## config.mk

```make
export PLATFORM = sky130hd
export DESIGN_NAME = key_debounce_autorepeat
export DESIGN_NICKNAME = d
export VERILOG_FILES = /design/src/kda_pkg.sv /design/src/kda_front.sv /design/src/kda_fifo.sv /design/src/kda_back.sv /design/src/key_debounce_autorepeat.sv
export SDC_FILE = /design/constraint.sdc
export NUM_CORES = 1
export LEC_CHECK = 0
export ABC_CLOCK_PERIOD_IN_PS = 6700
export CORE_UTILIZATION = 60
export CTS_BUF_LIST = sky130_fd_sc_hd__clkbuf_8
export DETAILED_ROUTE_END_ITERATION = 10
export DONT_BUFFER_PORTS = 1
export PLACE_DENSITY_LB_ADDON = 0.05
export SYNTH_ARGS = -nofsm -noshare
export SYNTH_HDL_FRONTEND = slang
export SYNTH_HIERARCHICAL = 1
export SYNTH_SLANG_ARGS = --single-unit
```

## constraint.sdc

```tcl
create_clock -name clk -period 6.7 [get_ports clk]
set_input_delay 1.005 -clock clk [delete_from_list [all_inputs] [get_ports clk]]
set_output_delay 1.005 -clock clk [all_outputs]
set_load 0.02 [all_outputs]
```

## src/kda_pkg.sv

```systemverilog
// ----------------------------------------------------------------------------
// kda_pkg
// Shared constants, types and codes for the key debounce / autorepeat block.
// ----------------------------------------------------------------------------
`default_nettype none

package kda_pkg;

  localparam int NUM_KEYS   = 8;
  localparam int COUNT_BITS = 16;
  localparam int LEVEL_W    = 8;    // width of the key_levels field
  localparam int KEY_W      = 3;    // width of the key_index field
  localparam int DELAY_W    = 16;   // width of each delay register
  localparam int CFG_AW     = 2;    // config register index width
  localparam int IDX_W      = (NUM_KEYS > 1) ? $clog2(NUM_KEYS) : 1;
  localparam int CMP_W      = (COUNT_BITS > DELAY_W) ? COUNT_BITS : DELAY_W;
  localparam int FIFO_AW    = 2;
  localparam int FIFO_DEPTH = 1 << FIFO_AW;

  localparam logic [CFG_AW-1:0] REG_PRESS_DELAY     = CFG_AW'(0);
  localparam logic [CFG_AW-1:0] REG_HOLD_DELAY      = CFG_AW'(1);
  localparam logic [CFG_AW-1:0] REG_REPEAT_INTERVAL = CFG_AW'(2);

  localparam logic [DELAY_W-1:0] PRESS_DELAY_RST     = DELAY_W'(3);
  localparam logic [DELAY_W-1:0] HOLD_DELAY_RST      = DELAY_W'(50);
  localparam logic [DELAY_W-1:0] REPEAT_INTERVAL_RST = DELAY_W'(10);

  // Per-key debounce state; code 3 is never produced.
  typedef enum logic [1:0] {
    KS_OFF = 2'd0,
    KS_ON  = 2'd1,
    KS_REP = 2'd2
  } key_st_t;

  typedef enum logic [1:0] {
    SC_IDLE,
    SC_SCAN,
    SC_FLUSH
  } scan_st_t;

  typedef struct packed {
    logic [KEY_W-1:0] key_index;
    logic             is_make;
    logic             last_event;
  } evt_t;

  typedef struct packed {
    logic valid;
    evt_t evt;
  } evt_req_t;

endpackage

`default_nettype wire

```

## src/kda_front.sv

```systemverilog
// ----------------------------------------------------------------------------
// kda_front
// Accepts a scan tick, walks the keys one per cycle while the event queue is
// not full, updates their state and counters and pushes events; the last event
// of a tick is held back until the walk ends so that it can be flagged.
// ----------------------------------------------------------------------------
`default_nettype none

module kda_front (
  input  wire logic                          clk,
  input  wire logic                          rst,
  input  wire logic                          s_tvalid,
  output logic                               s_tready,
  input  wire logic [kda_pkg::LEVEL_W-1:0]   levels_in,
  input  wire logic                          cfg_we,
  input  wire logic [kda_pkg::CFG_AW-1:0]    cfg_addr,
  input  wire logic [kda_pkg::DELAY_W-1:0]   cfg_data,
  input  wire logic                          q_full,
  output kda_pkg::evt_req_t                  q_push
);

  localparam logic [kda_pkg::COUNT_BITS-1:0] CNT_MAX = '1;
  localparam logic [kda_pkg::IDX_W-1:0] IDX_LAST = kda_pkg::IDX_W'(kda_pkg::NUM_KEYS - 1);

  kda_pkg::scan_st_t state, state_next;

  kda_pkg::key_st_t                  kst [kda_pkg::NUM_KEYS];
  logic [kda_pkg::COUNT_BITS-1:0]    kcnt [kda_pkg::NUM_KEYS];

  logic [kda_pkg::DELAY_W-1:0] press_delay, hold_delay, repeat_interval;

  logic [kda_pkg::IDX_W-1:0]   idx;
  logic [kda_pkg::LEVEL_W-1:0] levels;
  logic                        pend_v, pend_v_next;
  kda_pkg::evt_t               pend, pend_next;

  // working values for the key under the scan pointer
  logic [kda_pkg::LEVEL_W+kda_pkg::NUM_KEYS-1:0] lv_ext;
  logic [kda_pkg::IDX_W+kda_pkg::KEY_W-1:0]      idx_ext;
  kda_pkg::key_st_t                  cur_st, new_st;
  logic [kda_pkg::COUNT_BITS-1:0]    cur_cnt, cnt_inc, new_cnt;
  logic                              pressed, emit, make, step;

  assign lv_ext  = {kda_pkg::NUM_KEYS'(0), levels};
  assign idx_ext = {kda_pkg::KEY_W'(0), idx};
  assign pressed = lv_ext[idx];
  assign cur_st  = kst[idx];
  assign cur_cnt = kcnt[idx];
  assign cnt_inc = (cur_cnt == CNT_MAX) ? cur_cnt : cur_cnt + 1'b1;
  assign step    = (state == kda_pkg::SC_SCAN) && !q_full;
  assign s_tready = (state == kda_pkg::SC_IDLE);

  always_comb begin
    new_st  = cur_st;
    new_cnt = cur_cnt;
    emit    = 1'b0;
    make    = 1'b0;
    if (cur_st != kda_pkg::KS_OFF && !pressed) begin
      new_st  = kda_pkg::KS_OFF;
      new_cnt = '0;
      emit    = 1'b1;
    end else if (cur_st == kda_pkg::KS_OFF && pressed) begin
      new_cnt = cnt_inc;
      if (kda_pkg::CMP_W'(cnt_inc) >= kda_pkg::CMP_W'(press_delay)) begin
        new_st  = kda_pkg::KS_ON;
        new_cnt = '0;
        emit    = 1'b1;
        make    = 1'b1;
      end
    end else if (pressed) begin
      new_cnt = cnt_inc;
      if (cur_st == kda_pkg::KS_ON &&
          kda_pkg::CMP_W'(cnt_inc) >= kda_pkg::CMP_W'(hold_delay)) begin
        new_st  = kda_pkg::KS_REP;
        new_cnt = '0;
        emit    = 1'b1;
        make    = 1'b1;
      end else if (cur_st == kda_pkg::KS_REP &&
                   kda_pkg::CMP_W'(cnt_inc) >= kda_pkg::CMP_W'(repeat_interval)) begin
        new_cnt = '0;
        emit    = 1'b1;
        make    = 1'b1;
      end
    end
  end

  // scan sequencer: next state, held event and queue push
  always_comb begin
    state_next  = state;
    pend_v_next = pend_v;
    pend_next   = pend;
    q_push      = '0;
    unique case (state)
      kda_pkg::SC_IDLE: begin
        if (s_tvalid) begin
          state_next  = kda_pkg::SC_SCAN;
          pend_v_next = 1'b0;
        end
      end
      kda_pkg::SC_SCAN: begin
        if (step) begin
          if (emit) begin
            q_push.valid = pend_v;
            q_push.evt   = pend;
            pend_v_next  = 1'b1;
            pend_next.key_index  = idx_ext[kda_pkg::KEY_W-1:0];
            pend_next.is_make    = make;
            pend_next.last_event = 1'b0;
          end
          if (idx == IDX_LAST) begin
            state_next = kda_pkg::SC_FLUSH;
          end
        end
      end
      kda_pkg::SC_FLUSH: begin
        if (!pend_v) begin
          state_next = kda_pkg::SC_IDLE;
        end else if (!q_full) begin
          q_push.valid          = 1'b1;
          q_push.evt            = pend;
          q_push.evt.last_event = 1'b1;
          pend_v_next           = 1'b0;
          state_next            = kda_pkg::SC_IDLE;
        end
      end
      default: begin
        state_next = kda_pkg::SC_IDLE;
      end
    endcase
  end

  always_ff @(posedge clk) begin
    if (rst) begin
      state  <= kda_pkg::SC_IDLE;
      pend_v <= 1'b0;
    end else begin
      state  <= state_next;
      pend_v <= pend_v_next;
    end
    pend <= pend_next;
  end

  always_ff @(posedge clk) begin
    if (rst) begin
      idx <= '0;
    end else if (s_tvalid && s_tready) begin
      idx <= '0;
    end else if (step && idx != IDX_LAST) begin
      idx <= idx + 1'b1;
    end
  end

  always_ff @(posedge clk) begin
    if (s_tvalid && s_tready) begin
      levels <= levels_in;
    end
  end

  always_ff @(posedge clk) begin
    if (rst) begin
      for (int k = 0; k < kda_pkg::NUM_KEYS; k++) begin
        kst[k]  <= kda_pkg::KS_OFF;
        kcnt[k] <= '0;
      end
    end else if (step) begin
      kst[idx]  <= new_st;
      kcnt[idx] <= new_cnt;
    end
  end

  always_ff @(posedge clk) begin
    if (rst) begin
      press_delay     <= kda_pkg::PRESS_DELAY_RST;
      hold_delay      <= kda_pkg::HOLD_DELAY_RST;
      repeat_interval <= kda_pkg::REPEAT_INTERVAL_RST;
    end else if (cfg_we) begin
      unique case (cfg_addr)
        kda_pkg::REG_PRESS_DELAY:     press_delay     <= cfg_data;
        kda_pkg::REG_HOLD_DELAY:      hold_delay      <= cfg_data;
        kda_pkg::REG_REPEAT_INTERVAL: repeat_interval <= cfg_data;
        default: ;
      endcase
    end
  end

endmodule

`default_nettype wire

```

## src/kda_fifo.sv

```systemverilog
// ----------------------------------------------------------------------------
// kda_fifo
// Short event queue between the key scanner and the output stage.
// ----------------------------------------------------------------------------
`default_nettype none

module kda_fifo (
  input  wire logic              clk,
  input  wire logic              rst,
  input  wire kda_pkg::evt_req_t push,
  input  wire logic              pop,
  output logic                   full,
  output logic                   empty,
  output kda_pkg::evt_t          rdata
);

  kda_pkg::evt_t                mem [kda_pkg::FIFO_DEPTH];
  logic [kda_pkg::FIFO_AW-1:0]  wr_ptr, rd_ptr;
  logic [kda_pkg::FIFO_AW:0]    count;
  logic                         do_push, do_pop;

  assign full    = (count == (kda_pkg::FIFO_AW+1)'(kda_pkg::FIFO_DEPTH));
  assign empty   = (count == '0);
  assign do_push = push.valid && !full;
  assign do_pop  = pop && !empty;
  assign rdata   = mem[rd_ptr];

  always_ff @(posedge clk) begin
    if (rst) begin
      wr_ptr <= '0;
      rd_ptr <= '0;
      count  <= '0;
    end else begin
      if (do_push) wr_ptr <= wr_ptr + 1'b1;
      if (do_pop)  rd_ptr <= rd_ptr + 1'b1;
      if (do_push && !do_pop) begin
        count <= count + 1'b1;
      end else if (do_pop && !do_push) begin
        count <= count - 1'b1;
      end
    end
  end

  always_ff @(posedge clk) begin
    if (do_push) begin
      mem[wr_ptr] <= push.evt;
    end
  end

endmodule

`default_nettype wire

```

## src/kda_back.sv

```systemverilog
// ----------------------------------------------------------------------------
// kda_back
// Output register: pulls events from the queue and presents them on the
// master stream until taken.
// ----------------------------------------------------------------------------
`default_nettype none

module kda_back (
  input  wire logic          clk,
  input  wire logic          rst,
  input  wire logic          q_empty,
  input  wire kda_pkg::evt_t q_data,
  output logic               q_pop,
  output logic               m_tvalid,
  input  wire logic          m_tready,
  output logic [7:0]         m_tdata,
  output logic               m_tlast
);

  kda_pkg::evt_t out_evt;

  assign q_pop   = !q_empty && (!m_tvalid || m_tready);
  assign m_tdata = 8'({out_evt.is_make, out_evt.key_index});
  assign m_tlast = out_evt.last_event;

  always_ff @(posedge clk) begin
    if (rst) begin
      m_tvalid <= 1'b0;
    end else if (q_pop) begin
      m_tvalid <= 1'b1;
    end else if (m_tready) begin
      m_tvalid <= 1'b0;
    end
  end

  always_ff @(posedge clk) begin
    if (q_pop) begin
      out_evt <= q_data;
    end
  end

endmodule

`default_nettype wire

```

## src/key_debounce_autorepeat.sv

```systemverilog
// ----------------------------------------------------------------------------
// key_debounce_autorepeat
// Keypad debounce with press, hold-to-repeat and release events.
// ----------------------------------------------------------------------------
// Each scan tick on the slave stream carries one pressed bit per key. The
// scanner walks the keys one per clock and then flags the last event, both
// waiting while the four-entry event queue is full; the input takes no new
// tick until that is done. Events leave on the master stream in ascending key
// order as {is_make, key_index}; tlast marks the last event of a tick, and a
// tick with no events produces nothing. Delay registers are written through
// cfg_we/cfg_addr/cfg_data (0 press_delay, 1 hold_delay, 2 repeat_interval);
// write them only while no tick is in flight, which the block does not enforce.
`default_nettype none

module key_debounce_autorepeat (
  input  wire logic                        clk,
  input  wire logic                        rst,
  input  wire logic                        s_tvalid,
  output logic                             s_tready,
  input  wire logic [7:0]                  s_tdata,   // [7:0] key_levels
  output logic                             m_tvalid,
  input  wire logic                        m_tready,
  output logic [7:0]                       m_tdata,   // [2:0] key_index, [3] is_make, [7:4] zero
  output logic                             m_tlast,
  input  wire logic                        cfg_we,
  input  wire logic [kda_pkg::CFG_AW-1:0]  cfg_addr,
  input  wire logic [kda_pkg::DELAY_W-1:0] cfg_data
);

  kda_pkg::evt_req_t q_push;
  kda_pkg::evt_t     q_data;
  logic              q_full, q_empty, q_pop;

  kda_front u_front (
    .clk       (clk),
    .rst       (rst),
    .s_tvalid  (s_tvalid),
    .s_tready  (s_tready),
    .levels_in (s_tdata),
    .cfg_we    (cfg_we),
    .cfg_addr  (cfg_addr),
    .cfg_data  (cfg_data),
    .q_full    (q_full),
    .q_push    (q_push)
  );

  kda_fifo u_fifo (
    .clk   (clk),
    .rst   (rst),
    .push  (q_push),
    .pop   (q_pop),
    .full  (q_full),
    .empty (q_empty),
    .rdata (q_data)
  );

  kda_back u_back (
    .clk      (clk),
    .rst      (rst),
    .q_empty  (q_empty),
    .q_data   (q_data),
    .q_pop    (q_pop),
    .m_tvalid (m_tvalid),
    .m_tready (m_tready),
    .m_tdata  (m_tdata),
    .m_tlast  (m_tlast)
  );

endmodule

`default_nettype wire

```

Word-level counts from Yosys, hierarchy flattened. Memories as Yosys holds them, arrays and structs flattened. A register that Yosys moved wholly into a read port is not among the register bits. Index checks and enable logic that the tools add are counted.

Register bits: 74. RAM bits: 164. Input bits: 31. Output and inout port bits: 11. Logic and storage cells: 135. Memories kept: 3.

Add/subtract/negate cells: 6. Magnitude comparators: 4. Equal/unequal tests: 15. Muxes and demuxes: 58. Reductions and logical operators: 36.

Memory list: u_front.kcnt (depth 8, width 16, read ports 1, clocked after Yosys merged registers in 1, write ports 8, RTL line kda_front.sv:28) `logic [kda_pkg::COUNT_BITS-1:0] kcnt [kda_pkg::NUM_KEYS];`; u_fifo.mem (depth 4, width 5, read ports 1, clocked after Yosys merged registers in 1, write ports 1, RTL line kda_fifo.sv:17) `kda_pkg::evt_t mem [kda_pkg::FIFO_DEPTH];`; u_front.kst (depth 8, width 2, read ports 1, clocked after Yosys merged registers in 1, write ports 8, RTL line kda_front.sv:27) `kda_pkg::key_st_t kst [kda_pkg::NUM_KEYS];`.

Operator list (count): $mux W16 (8); $ge A16 B16 Y1 (3); $mux W3 (8); $mux W6 (4); $mux W1 (23); $mux W2 (11); $add A16 B1 Y16 const B (1); $eq A16 B16 Y1 const B (1); $reduce_or A16 Y1 (1); $logic_and A1 B1 Y1 (12); $pmux W6 S2 (1); $reduce_and A4 Y1 (2); $add A3 B1 Y3 const B (2); $eq A2 B1 Y1 const B (3); $eq A2 B2 Y1 const B (3); $eq A3 B3 Y1 const B (2); $logic_not A1 Y1 (6); $logic_not A2 Y1 (3); $ne A3 B3 Y1 const B (2); $pmux W2 S3 (1); $reduce_and A2 Y1 (3); $reduce_bool A2 Y1 (3); $lt A3 B5 Y1 const B (1); $add A2 B1 Y2 const B (2); 10 further kinds (13).

Logic depth before layout (Yosys ltp). Gate-level depths: netlist of run 1.

Depth in word-level cells: 17. Gate-level depth with buffers: 30. Gate-level depth less buffers: 24.

By module. The synthesis of run 1 kept the hierarchy.

By module, submodules not included: kda_front (times used 1, cells an instance 1028, area an instance 11315.9 um2, sequential area each 5825.6 um2); kda_fifo (times used 1, cells an instance 74, area an instance 1191.1 um2, sequential area each 780.7 um2); kda_back (times used 1, cells an instance 14, area an instance 240.2 um2, sequential area each 170.2 um2).

Worst setup path before layout of run 1. No wires, ideal clock.

Path type: register -> register. Start: reg with a tool-made name. End: reg u_fifo/count[2] in the netlist's numbering. Library setup time: 0.070 ns. Data arrival time: 6.149 ns. Data required time: 6.630 ns. Path slack: 0.481 ns. Cell stages (with the launch flop): 30. Path buffers: 6. Clock period less this slack: 6.219 ns. Cells stage by stage: dfxtp_1 buf_6 buf_6 buf_6 buf_2 mux4_2 nand2_1 nand2_1 ha_1 o211a_2 nand4_1 buf_4 nand2_1 ha_1 and4_1 o211ai_1 or4_1 a31oi_1 buf_2 nor2_1 a21o_1 a21oi_1 inv_1 nor2_2 ha_1 inv_1 fa_1 xor2_1 or3_1 a21oi_1.

RTL lines: to (signal assigned) (RTL line kda_fifo.sv:37) `count <= count + 1'b1;`; to (signal assigned) (RTL line kda_fifo.sv:39) `count <= count - 1'b1;`; to (decl) (RTL line kda_fifo.sv:19) `logic [kda_pkg::FIFO_AW:0] count;`.

==> out/metrics.yaml, run 1 <==
cts_buffers: 40
status: "completed"
dpl-instance-area_mm2: 0.0131
drc: 0
netlist_area_mm2: 0.0127
seq_area_frac_synth_pct: 53.2
fp.dieW_um: 148
cp_max_fo: 37
cp.arrival_ps: 6600
clkTransAtPathRegs_ps: 60
layout_min_cycle_time_ps: 6130
cap_violations: 0
fin_nets: 1227
holdBufCountCts: 0
p_comb_share_pct: 13.9
post_drt_wl_per_cell_um: 21.7
globalplace.congestion: 0.935
dpl.hpwl_mm: 21.4
finalSetupViolCount: 0
p_leak_uw: 0.00489
report.power.total_uw: 3400
critical_path_required_ps: 7170
cts_tree: "built"
ir_drop_uv: 199
worst_pin_slew_ps: 1190
synth_ff_type: "edfxtp_1"
grt_pass1_vias: 8679
reg2reg_slack_ps: 570
ys_ff_latch: 248
layout-drive-gt1-share_pct: 15.0
totalNegativeSetupSlack_ps: 0
wirelength_mm: 31.1
track_usage_pct: 29.6
htreeDepth: 2
dieArea_mm2: 0.0218
slew_viol_final: 0
rsz0062_at_grt: "no"
yosysWarnings: 6
n_fill_cell: 1610
first_pass_iters: 5
clock_sinks: 248
netlist.area_leader.share_pct: 42.6
cts_setup_buffers: 0
final-hold-violation-count: 0
vias: 8958
grt_max_degree: 74
die_h_um: 148
slew_headroom_pct: 20.4
final_antenna_net_count: 0
post_cts_resized: 0
cp_cell_sequence: "buf_12 > mux4_2 > mux2i_1 > nor4_4 > and2_1 > a21oi_1 > xnor2_1 > ha_1 > and4_1 > o211ai_1 > or4_1 > a31oi_1 > nor2_1 > a21o_1 > a21oi_1 > inv_1 > nor2_2 > ha_1 > inv_1 > fa_1 > xor2_1 > or3_1 > a21oi_1"
grt_pass1_wl_mm: 48.7
cts_max_path_buffers: 3
switchingPower_uw: 916
criticalPathCategory: "reg2reg"
drtIter0Drc: 739
max_stage_delay_ps: 540
dpl.cell_count: 1363
start_kind: "register"
synth.distinct_cells: 88
io_pins: 42
vias_per_cell: 6.24
rows: 52
grt_overflow_total: 0
hold_path_class: "reg2reg"
core_area_mm2: 0.0206
power_density_mw_per_mm2: 246
final_cell_area_mm2: 0.0138
utilization_pct: 67.2
cts-root-buf: "clkbuf_8"
netlist_top_cells_area: "edfxtp_1 43%, dfxtp_1 11%, mux4_2 7.8%, ha_1 5.9%, a21oi_1 4.9%"
p_int_uw: 2480
min_period_over_period_pct: 91.5
synth_enable_flop_cells: 181
skew_ps: 14.5
start_util_pct: 62.0
port_buffers: 0
postSynthAreaPerCell_um2: 11.4
max_freq_ghz: 0.163
insertion_delay_ps: 540
seq_power_share_pct: 50.5
antenna_found_initial: 0
diodes: 0
area_growth_pct: 8.37
p_sw_share_pct: 26.9
async_reset_ff_share_pct: 0
p_clk_share_pct: 35.7
synth_top_area_cell: "edfxtp_1"
crit_top_cell: "a21oi_1"
endpoint_kind: "register"
netlist_instances: 1116
slowest_stage: "mux4_2"
finalNonFillerCells: 1436
## through the flow
| stage | worst slack (ps) | hold WS (ps) |
|---|---|---|
| final | 567 | 453 |
| after global routing | 66.6 | 470 |
| after CTS | 539 | 449 |
| after detailed placement | 577 | 441 |
| after global placement | 691 | 436 |
| after floorplan | 481 | 432 |
## path summary, 6_finish.rpt
check	from	depth (start not counted)	endpoint
worst max-delay path	register	23	u_fifo/count[2]
worst min-delay path	u_front/press_delay[5]	2	u_front/press_delay[5]
worst max register to register	register	23	u_fifo/count[2]
worst min register to register	u_front/press_delay[5]	2	u_front/press_delay[5]
## routing by layer
layer | wire [µm] | vias to the layer above | global-route usage (%)
li1 | - | 4146 | -
met1 | 13400 | 4350 | 41.4
met2 | 14500 | 378 | 46.4
met3 | 2360 | 84 | 5.62
met4 | 937 | 0 | 10.5
met5 | 0 | - | 0
## kinds of logic (layout without fill, tap and decap cells)
| group | after synthesis | after routing | synth area share (%) |
|---|---|---|---|
| muxes | 68 | 68 | 9.78 |
| and+or+nand+nor | 403 | 403 | 15.4 |
| DFF | 248 | 248 | 53.2 |
| AOI/OAI and AO/OA | 203 | 203 | 10.6 |
| adders and majority gates | 61 | 61 | 6.05 |
| other | 1 | 4 | 0.0294 |
| xor gates and xnor gates | 13 | 13 | 0.893 |
| buffers and inverters | 119 | 166 | 4.06 |
## sequential cells by signal, summed over array words and instances, names as in the netlist, 4 cells and up, named ones only
| register | count |
|---|---|
| u_front/repeat_interval | 16 |
| u_front/press_delay | 16 |
| u_back/m_tdata | 4 |
| u_front/kst | 16 |
| u_fifo/mem | 20 |
| u_front/hold_delay | 16 |
| u_front/levels | 8 |
| u_front/pend | 4 |
| u_front/kcnt | 128 |
## worst max-delay path: cells and delay by family, from the launching register on
family                     cells  cell delay [ps]
and+or+nand+nor                7             1730
muxes                          2             1050
buffers and inverters          3              440
DFF                            1              430
adders and majority gates      3              920
AOI/OAI and AO/OA              6             1110
xor gates and xnor gates       2              340
## cell usage in the layout, fill, tap and decap left out, types with 4 or more instances in the layout
cell type  synthesis  routed
a211o_1            6       6
a211oi_1           4       4
a21oi_1          124     124
a22oi_1            4       4
a31oi_1            5       5
and2_1            10      10
and3_1             5       5
buf_4              5      27
clkbuf_8           0      43
clkinv_1           0       9
conb_1             1       4
dfxtp_1           67      65
edfxtp_1         181     181
ha_1              60      60
inv_1             64      79
mux2_2             6       6
mux2i_1           16      15
mux4_2            44      44
nand2_1          151     151
nand2b_1          16      16
nand3_1           17      17
nand3b_1           4       4
nand4_1           11      11
nor2_1            93      93
nor2b_1            8       8
nor3_1            50      50
o21ai_0           15      15
or3_1              4       4
xnor2_1            8       8
xor2_1             5       5
## layout make-up
cell class | instances | area [µm²] | share of cell area (%)
inverter | 64 | 240 | 1.74
timing repair buffer | 29 | 243 | 1.76
tap | 270 | 338 | 2.45
sequential | 248 | 6780 | 49.1
multi-input combinational | 752 | 5470 | 39.6
clock inverter | 30 | 150 | 1.09
clock buffer | 43 | 592 | 4.28
## cells in the mapped netlist, types with 6 or more instances
library cell,number
nor2_1,93
buf_2,12
clkbuf_1,28
nand4_1,11
dfxtp_1,67
nand2b_1,16
a211o_1,6
a21oi_1,124
nor3_1,50
mux2_2,6
mux2i_1,16
inv_1,64
xnor2_1,8
nor2b_1,8
mux4_2,44
nand2_1,151
ha_1,60
nand3_1,17
o21ai_0,15
and2_1,10
edfxtp_1,181
## power groups by stage
stage	sequential, µW	combinational (µW)	clock (µW)
global placement	1750	459	0
finish	1720	471	1210
CTS	1720	465	1230
global route	1720	512	1290
detailed placement	1750	463	0
floorplan	1740	337	0
(Power assumes the default switching activity.)
==> inputs of run 2 (changes only) <==
- MAX_ROUTING_LAYER: unset -> met4
- SYNTH_HIERARCHICAL: 1 -> unset
==> run 2 against run 1 <==
- critical endpoint is now u_fifo.count[2]
- area after synthesis shrank 2.4%
- die area down 2.4%
- clock-buffer cell count unchanged
- flip-flop and latch count shrank 2
- register-to-register slack worse by 80 ps
- clock skew rose by 5.6 ps
==> out/metrics.yaml, run 2 <==
die_h_um: 146  # -1.2%
final_antenna_net_count: 0  # unchanged
ir_drop_uv: 189  # -5.2%
synth.distinct_cells: 82  # -6.8%
yosysWarnings: 0  # -6
layout_min_cycle_time_ps: 6220  # +84.3 ps
final_cell_mix: "181 x edfxtp_1, 171 x nor2_1, 136 x nand2_1, 70 x inv_1, 68 x a21oi_1"
synthSimpleGateAreaFrac_pct: 15.4  # -0.037 points
dieArea_mm2: 0.0213  # -2.4%
cp.arrival_ps: 6690  # +90 ps
synth_ff_type: "edfxtp_1"
vias: 8414  # -6.1%
cts-root-buf: "clkbuf_8"
antenna_found_initial: 0  # unchanged
report.power.total_uw: 3790  # +12%
finalSetupViolCount: 0  # unchanged
port_buffers: 0  # unchanged
synth_adder_area_share_pct: 6.10  # +0.051 points
wirelength_mm: 29.6  # -5.0%
drc: 0  # unchanged
fin_nets: 1181  # -3.7%
skew_ps: 20.1  # +5.61 ps
cp_cell_sequence: "mux4_2 > mux2i_1 > inv_1 > ha_1 > nor3b_1 > nand4_2 > or2_0 > mux2_2 > ha_1 > a2111oi_0 > a2111oi_0 > o311a_1 > or2_1 > o41a_1 > ha_1 > inv_1 > fa_1 > xor2_1 > or3_1 > a21oi_1"
netlist_area_mm2: 0.0124  # -2.4%
multiInputGateArea_mm2: 0.00524  # -4.3%
cap_violations: 0  # unchanged
area_growth_pct: 7.74
utilization_pct: 66.0  # -1.2 points
netlist_top_cells_area: "edfxtp_1 44%, dfxtp_1 10%, mux4_2 8.1%, ha_1 5.9%, nor2_1 5.2%"
p_leak_uw: 0.00468  # -4.2%
vias_per_cell: 6.05  # -3.0%
post_drt_wl_per_cell_um: 21.3  # -1.8%
cts_max_path_buffers: 3  # unchanged
crit_top_cell: "ha_1"
first_pass_iters: 5  # unchanged
hold_path_class: "reg2reg"
clkTransAtPathRegs_ps: 60  # about the same
synth_enable_flop_cells: 181  # unchanged
synth_top_family_by_area: "simple AND/OR/NAND/NOR gates"
synth_most_common_cell: "edfxtp_1"
rsz0062_at_grt: "no"
endpoint_kind: "register"
criticalPathCategory: "reg2reg"
core_area_mm2: 0.0203  # -1.3%
regArea_mm2: 0.00675  # -0.50%
netlist_instances: 1078  # -3.4%
insertion_delay_ps: 550  # about the same
synthXorXnorAreaFrac_pct: 1.34  # +0.44 points
power_density_mw_per_mm2: 283  # +15%
max_freq_ghz: 0.161  # -1.4%
status: "completed"
n_fill_cell: 1591  # -1.2%
largest_reg_flops: 128  # unchanged
layout_setup_ws_ps: 483  # -84.3 ps
cts_tree: "built"
totalNegativeSetupSlack_ps: 0  # unchanged
cts_buffers: 40  # unchanged
netlist.area_leader.share_pct: 43.7  # +1.1 points
cpLargestDelayFamily: "compound AO/OA/AOI/OAI gates"
globalplace.congestion: 0.913  # -2.3%
postSynthAreaPerCell_um2: 11.5  # +0.99%
async_reset_ff_share_pct: 0  # unchanged
dpl.hpwl_mm: 20.3  # -5.2%
cp.buffers_inverters: 2  # -1
synthMuxAreaShare_pct: 11.1  # +1.3 points
rows: 52  # unchanged
slowest_stage: "mux4_2"
ys_ff_latch: 246  # -0.81%
final-hold-violation-count: 0  # unchanged
synth_top_area_cell: "edfxtp_1"
io_pins: 42  # unchanged
cp_max_fo: 14  # -62%
max_stage_delay_ps: 580  # +40 ps
critical_path_required_ps: 7180  # about the same
cts_setup_buffers: 0  # unchanged
min_period_over_period_pct: 92.8  # +1.3 points
largest-register: "u_front.kcnt"
layout-drive-gt1-share_pct: 14.0  # -0.99 points
final_common_cell: "edfxtp_1"
holdBufCountCts: 0  # unchanged
fp.dieW_um: 146  # -1.2%
seq_area_frac_synth_pct: 54.2  # +1.0 points
slew_headroom_pct: 19.9  # -0.49 points
track_usage_pct: 29.7  # +0.074 points
whs_ps: 453  # +0.0230 ps
yosys-top-cells-count: "181 x edfxtp_1, 171 x nor2_1, 136 x nand2_1"
worst_pin_slew_ps: 1200  # +4.39 ps
start_util_pct: 61.3  # -0.74 points
top_regs: "u_front.kcnt (128), u_fifo.mem (20)"
drtIter0Drc: 613  # -17%
diodes: 0  # unchanged
synth_compound_area_share_pct: 7.97  # -2.7 points
slew_viol_final: 0  # unchanged
grt_max_degree: 57  # -23%
htreeDepth: 2  # unchanged
pre_cts_slack_ps: 432  # -145 ps
grt_overflow_total: 0  # unchanged
clock_sinks: 246  # -0.81%
grt_pass1_wl_mm: 46.2  # -5.2%
grt_pass1_vias: 8345  # -3.8%
start_kind: "register"
-- run 2: area by class of cell --
| cell class | count | area share (%) |
|---|---|---|
| sequential | 246 | 50.3 |
| multi-input combinational | 727 | 39.1 |
| clock buffer | 43 | 4.42 |
| tap | 270 | 2.52 |
| inverter | 60 | 1.68 |
| clock inverter | 29 | 1.01 |
| timing repair buffer | 15 | 0.934 |
-- run 2: path summary, 6_finish.rpt --
check	from	to	slack (ps)	cells after the start
min	u_front.hold_delay[6]	u_front.hold_delay[6]	450	2
min reg2reg	u_front.hold_delay[6]	u_front.hold_delay[6]	450	2
max reg2reg	register	u_fifo.count[2]	480	20
max	register	u_fifo.count[2]	480	20
-- run 2: tightest hold or removal path: stages (launching register included) --
cell and delay (ps):
dfxtp_1 310, nand2_1 50, a21oi_1 50
-- run 2: power breakdown --
| group | leakage (µW) | internal, µW | switching [µW] |
|---|---|---|---|
| Clock | 0.000417 | 598 | 600 |
| Combinational | 0.00190 | 285 | 486 |
| Sequential | 0.00237 | 1740 | 83.9 |
| Total | 0.00468 | 2620 | 1170 |
-- run 2: logic make-up after synthesis --
| logic type | Yosys count |
|---|---|
| AO/OA/AOI/OAI | 153 |
| adder cells (fa/ha/maj) | 60 |
| AND/OR/NAND/NOR | 418 |
| flip-flops | 246 |
| buffers and inverters | 108 |
| multiplexers | 73 |
| other | 1 |
| XOR/XNOR | 19 |
-- run 2: metal layers --
layer,GRT usage [%],share of wire [%]
met1,39.1,43
met2,46.1,47
met3,6.14,7.1
met4,9.79,2.6
met5,-,0
-- run 2: timing repair --
item	CTS	global route
gates resized for setup	0	5
setup endpoints to repair	0	2
hold endpoints to repair	0	0
-- run 2: metrics by stage --
stage               area [µm²]  cells
floorplan                12400   1081
global placement         12700   1318
detailed placement       12700   1318
CTS                      13400   1390
global route             13400   1390
finish                   13400   1390
